### config.mk
export PLATFORM = sky130hd
export DESIGN_NAME = dle_mac
export DESIGN_NICKNAME = d
export VERILOG_FILES = /design/src/sv/dle_pkg.sv /design/src/sv/dle_mac.sv
export SDC_FILE = /design/constraint.sdc
export NUM_CORES = 1
export LEC_CHECK = 0
export ABC_AREA = 0
export BUFFER_PORTS_ARGS = -buffer_cell sky130_fd_sc_hd__buf_2
export CORE_MARGIN = 5
export CORE_UTILIZATION = 45
export CTS_CLUSTER_DIAMETER = 30
export CTS_CLUSTER_SIZE = 8
export DETAILED_ROUTE_END_ITERATION = 7
export PLACE_DENSITY = 0.71
export SYNTH_ARGS = -nofsm -noshare
export SYNTH_HDL_FRONTEND = slang
export SYNTH_SLANG_ARGS = --single-unit
### constraint.sdc
create_clock -name clk -period 3.4 [get_ports clk]
set_input_delay 0.68 -clock clk [delete_from_list [all_inputs] [get_ports clk]]
set_output_delay 0.68 -clock clk [all_outputs]
set_load 0.01 [all_outputs]
### src/sv/dle_pkg.sv
// Shared types and constants for the dense layer engine.
`default_nettype none
package dle_pkg;

	localparam int INPUT_DEPTH  = 8192;
	localparam int HIDDEN_DEPTH = 512;
	localparam int ACC_WIDTH    = 48;

	localparam int IN_AW   = $clog2(INPUT_DEPTH);
	localparam int HID_AW  = $clog2(HIDDEN_DEPTH);
	localparam int POS_W   = 14;
	localparam int HLEN_W  = 10;
	localparam int NC_W    = 10;
	localparam int LAYER_W = 2;
	localparam int PROD_W  = 32;
	localparam int FRAC_SH = 14;

	localparam logic [POS_W-1:0]   POS_MAX            = '1;
	localparam logic [POS_W-1:0]   INPUT_LEN_RESET    = POS_W'(7680);
	localparam logic [HLEN_W-1:0]  HIDDEN_LEN_RESET   = HLEN_W'(512);
	localparam logic [LAYER_W-1:0] FINAL_LAYER_RESET  = LAYER_W'(2);

	typedef enum logic [1:0] {
		MODE_LOAD   = 2'd0,
		MODE_WEIGHT = 2'd1,
		MODE_FINISH = 2'd2,
		MODE_NEXT   = 2'd3
	} mode_t;

	typedef enum logic [1:0] {
		CFG_INPUT_LEN   = 2'd0,
		CFG_HIDDEN_LEN  = 2'd1,
		CFG_FINAL_LAYER = 2'd2
	} cfg_idx_t;

	typedef enum logic [1:0] {
		ACT_INPUT  = 2'd0,
		ACT_BANK_A = 2'd1,
		ACT_BANK_B = 2'd2
	} act_sel_t;

	// Per-request control that travels down the pipeline.
	typedef struct packed {
		mode_t                mode;
		logic signed [15:0]   value;
		logic                 in_range;
		act_sel_t             act_sel;
		logic                 relu_en;
		logic                 store_en;
		logic                 bank_b;
		logic [HID_AW-1:0]    waddr;
		logic [8:0]           nidx;
		logic [LAYER_W-1:0]   layer;
		logic                 err;
	} ctl_t;

endpackage
`default_nettype wire

### src/sv/dle_mac.sv
// Multiply and accumulate stages: product register, accumulator, finished sum.
`default_nettype none
module dle_mac
	import dle_pkg::*;
(
	input  wire logic                        clk,
	input  wire logic                        arst_n,
	input  wire logic                        adv,
	input  wire logic                        valid_s1,
	input  wire ctl_t                        ctl_s1,
	input  wire logic signed [15:0]          act_s1,
	output logic                             valid_s2,
	output ctl_t                             ctl_s2,
	output logic                             valid_s3,
	output ctl_t                             ctl_s3,
	output logic signed [ACC_WIDTH-1:0]      sum_s3
);

	logic signed [PROD_W-1:0]    prod;
	logic signed [PROD_W-1:0]    prod_s2;
	logic signed [ACC_WIDTH-1:0] acc_q;
	logic signed [ACC_WIDTH-1:0] acc_sum;

	always_comb begin
		prod = '0;
		case (ctl_s1.mode)
			MODE_WEIGHT: begin
				if (ctl_s1.in_range) begin
					prod = act_s1 * ctl_s1.value;
				end
			end
			MODE_FINISH: begin
				// bias in Q8.8 lines up with Q10.22 products after a 14-bit shift
				prod = {{(PROD_W-16-FRAC_SH){ctl_s1.value[15]}}, ctl_s1.value,
					{FRAC_SH{1'b0}}};
			end
			default: begin
				prod = '0;
			end
		endcase
	end

	assign acc_sum = acc_q + {{(ACC_WIDTH-PROD_W){prod_s2[PROD_W-1]}}, prod_s2};

	always_ff @(posedge clk or negedge arst_n) begin
		if (!arst_n) begin
			valid_s2 <= 1'b0;
			valid_s3 <= 1'b0;
			acc_q    <= '0;
		end else if (adv) begin
			valid_s2 <= valid_s1;
			valid_s3 <= valid_s2;
			if (valid_s2) begin
				case (ctl_s2.mode)
					MODE_WEIGHT: acc_q <= acc_sum;
					MODE_FINISH: acc_q <= '0;
					MODE_NEXT:   acc_q <= '0;
					default:     acc_q <= acc_q;
				endcase
			end
		end
	end

	always_ff @(posedge clk) begin
		if (adv) begin
			ctl_s2  <= ctl_s1;
			prod_s2 <= prod;
			ctl_s3  <= ctl_s2;
			sum_s3  <= acc_sum;
		end
	end

endmodule
`default_nettype wire
==> impl_metrics.yaml <==
detailed_routing:
  first_pass_iters: 5
  drcViolationCount: 0
  vias: 15500
  viasPerCell: 5.27
  antenna_left: 0
  drt_iter0_drc: 836
  drt-total-wl_um: 52700
  avgRoutedWirePerCell_um: 17.9
clocking:
  htreeDepth: 2
  cts.sinks: 220
  clk_pin_slew_worst_paths_ps: 40
  numCtsBuffers: 46
  cts_root_buf: "clkbuf_16"
  hold_buffers: 0
  clock_path_buffers: 3
  cts_tree: "built"
  clock_latency_ps: 560
sta:
  holdWs_ps: 105
  slew_viol_final: 0
  grt_setup_unrepaired: "true"
  slew_headroom_pct: 23.2
  setup_ws_ps: -2240
  finalCritPeriodShare_pct: 166
  worst_pin_slew_ps: 1150
  setup_viol: 27
  hold_viol: 0
  fmax_mhz: 177
  skew_ps: 19.0
  period_needed_ps: 5640
layout:
  fin_nets: 2773
  seq_area_sq_mm: 0.00636
  diodes: 0
  multi_input_comb_area_sq_mm: 0.0131
  syn2layout_area_growth_pct: 28.3
  final.fill_count: 3700
  final_common_cell: "inv_1"
  drive_gt1_share_pct: 28.7
  mostFrequentLayoutCells: "inv_1, fa_1, buf_2, buf_4, nand2_1"
status:
  violations: "negative setup slack"
  outcome: "complete, but fails checks"
synthesis:
  yosys_most_used_dff: "edfxtp_1"
  ys_warn_count: 0
  synth_edf_count: 170
  ys_ff_latch: 220
  seq_area_frac_synth_pct: 31.3
  syn_avg_cell_area_sq_um: 10.6
  synthesis.area_sq_mm: 0.0203
  synthCells: 1920
  synth_nets: 2379
  async_flop_share_pct: 22.7
  synth_cell_type_count: 87
die:
  core_sq_mm: 0.0444
  io_pins: 205
  die_w_um: 222
  dieArea_sq_mm: 0.0495
  initial_core_util_pct: 45.7
  row_count: 77
  die_height_um: 222
global_route:
  grt_max_degree: 80
  grt_pass1_vias: 16600
  track_usage_pct: 21.3
  overflow: 0
  grt_pass1_wl_um: 86300
  antenna_found_initial: 1
worst_setup_path:
  endpoint_kind: "flop"
  reg2reg_depth: 9
  crit_fanout: 4
  startpoint_type: "primary input"
  reg2reg_from: "prod_s2[1]"
  crit_start: "ctl_s1[38]"
  arrival_ps: 6060
  required_ps: 3820
  worstSetupPathType: "in2reg"
place:
  place_hpwl_um: 41800
  post-place-ws_ps: -2950
  io_buffers: 204
  gp_congestion: 0.914
run:
  drv_cap: 0
min_path:
  hold_path_class: "in2async"
[synth_stat cells (5+ instances only)]
cell      number  share of area, %
a22o_1        40               1.7
ha_1         131               8.1
nor3_1        28              0.69
nand2_1      189               3.5
a31oi_1       10              0.31
xor2_1        24               1.0
o211ai_1      12              0.44
dfrtp_1       50               6.2
edfxtp_1     170                25
nand4b_1       5              0.22
nor4b_1        6              0.26
and3_1         8              0.25
clkbuf_8       8              0.54
nand2b_1      10              0.31
o21bai_1       7              0.26
or2_2          7              0.22
nor2b_1        9              0.28
a21oi_1       76               1.9
and2_1       131               4.0
o21ai_0       60               1.5
fa_1         263                26
nand4_1       14              0.43
nor2_1        69               1.3
a21o_1        21              0.78
xnor2_1       39               1.7
o21ai_1        7              0.17
inv_1        311               5.7
o21a_1        20              0.74
nand3_1       32              0.79
or3_1          7              0.22
a211oi_1      11              0.41
nor3b_1        7              0.26
clkbuf_1      57               1.1
[flip-flops by register name (all words and copies together) (netlist names)]
| signal | cells |
|---|---|
| acc_q | 48 |
| ctl_s2 | 45 |
| ctl_s3 | 45 |
| prod_s2 | 32 |
| sum_s3 | 48 |
| valid_s2 | 1 |
| valid_s3 | 1 |
[repair_timing]
| item | 4_1_cts | 5_1_grt |
|---|---|---|
| setup buffers | 25 | 25 |
| pin swaps | 71 | 50 |
| setup endpoints to repair | 27 | 27 |
| gates resized for setup | 160 | 60 |
| cloned | 0 | 1 |
[cell families after synthesis]
family	after synthesis	synth area share [%]
xor gates and xnor gates	64	2.80
and+or+nand+nor	538	13.4
muxes	4	0.203
AOI/OAI and AO/OA	315	10.6
buffers and inverters	385	7.67
adders and majority gates	394	34.0
DFF	220	31.3
[worst paths after layout]
check	slack, ps	to
max	-2240	prod_s2[25]
min	100	valid_s3
max reg2reg	260	sum_s3[39]
min reg2reg	440	ctl_s3[19]
max in group asynchronous	2410	acc_q[6]
min in group clk	310	ctl_s2[9]
[layout make-up]
type	count	area share (%)
Multi-Input combinational cell	1315	50.3
Sequential cell	220	24.4
Timing Repair Buffer	420	11.9
Clock buffer	55	4.67
Inverter	311	4.49
Tap cell	592	2.84
Clock inverter	28	1.38
[worst max-delay path: stages]
cell	delay (ps)
buf_12	120
and2_4	150
fa_1	550
inv_2	40
fa_1	500
inv_1	50
fa_1	480
fa_1	500
fa_1	490
inv_1	50
fa_1	510
inv_2	50
ha_4	250
nand4_1	100
nor2_2	60
buf_4	140
buf_4	140
a21oi_4	150
a21oi_4	100
buf_4	160
nor3_4	160
o21ai_2	80
or4b_1	480
nand3_1	90
[stage by stage]
stage	setup TNS [ps]	cell area [sq um]	util, %	cells
final	-46120	26100	58.7	2941
after global routing	-50410	26100	58.7	2941
after CTS	-44800	25700	57.9	2924
after detailed placement	-65870	23400	52.7	2819
after global placement	-64670	23400	52.7	2819
after floorplan	-50720	20900	-	1920
[layer usage]
| metal | routed length [um] | GRT usage (%) |
|---|---|---|
| met5 | 0 | 0 |
| met4 | 1720 | 6.72 |
| met3 | 2760 | 3.67 |
| met2 | 26500 | 37.3 |
| met1 | 21700 | 27.0 |
Power is not shown: default switching activity piles up to over one toggle a cycle in this logic, so the estimate is an artifact.
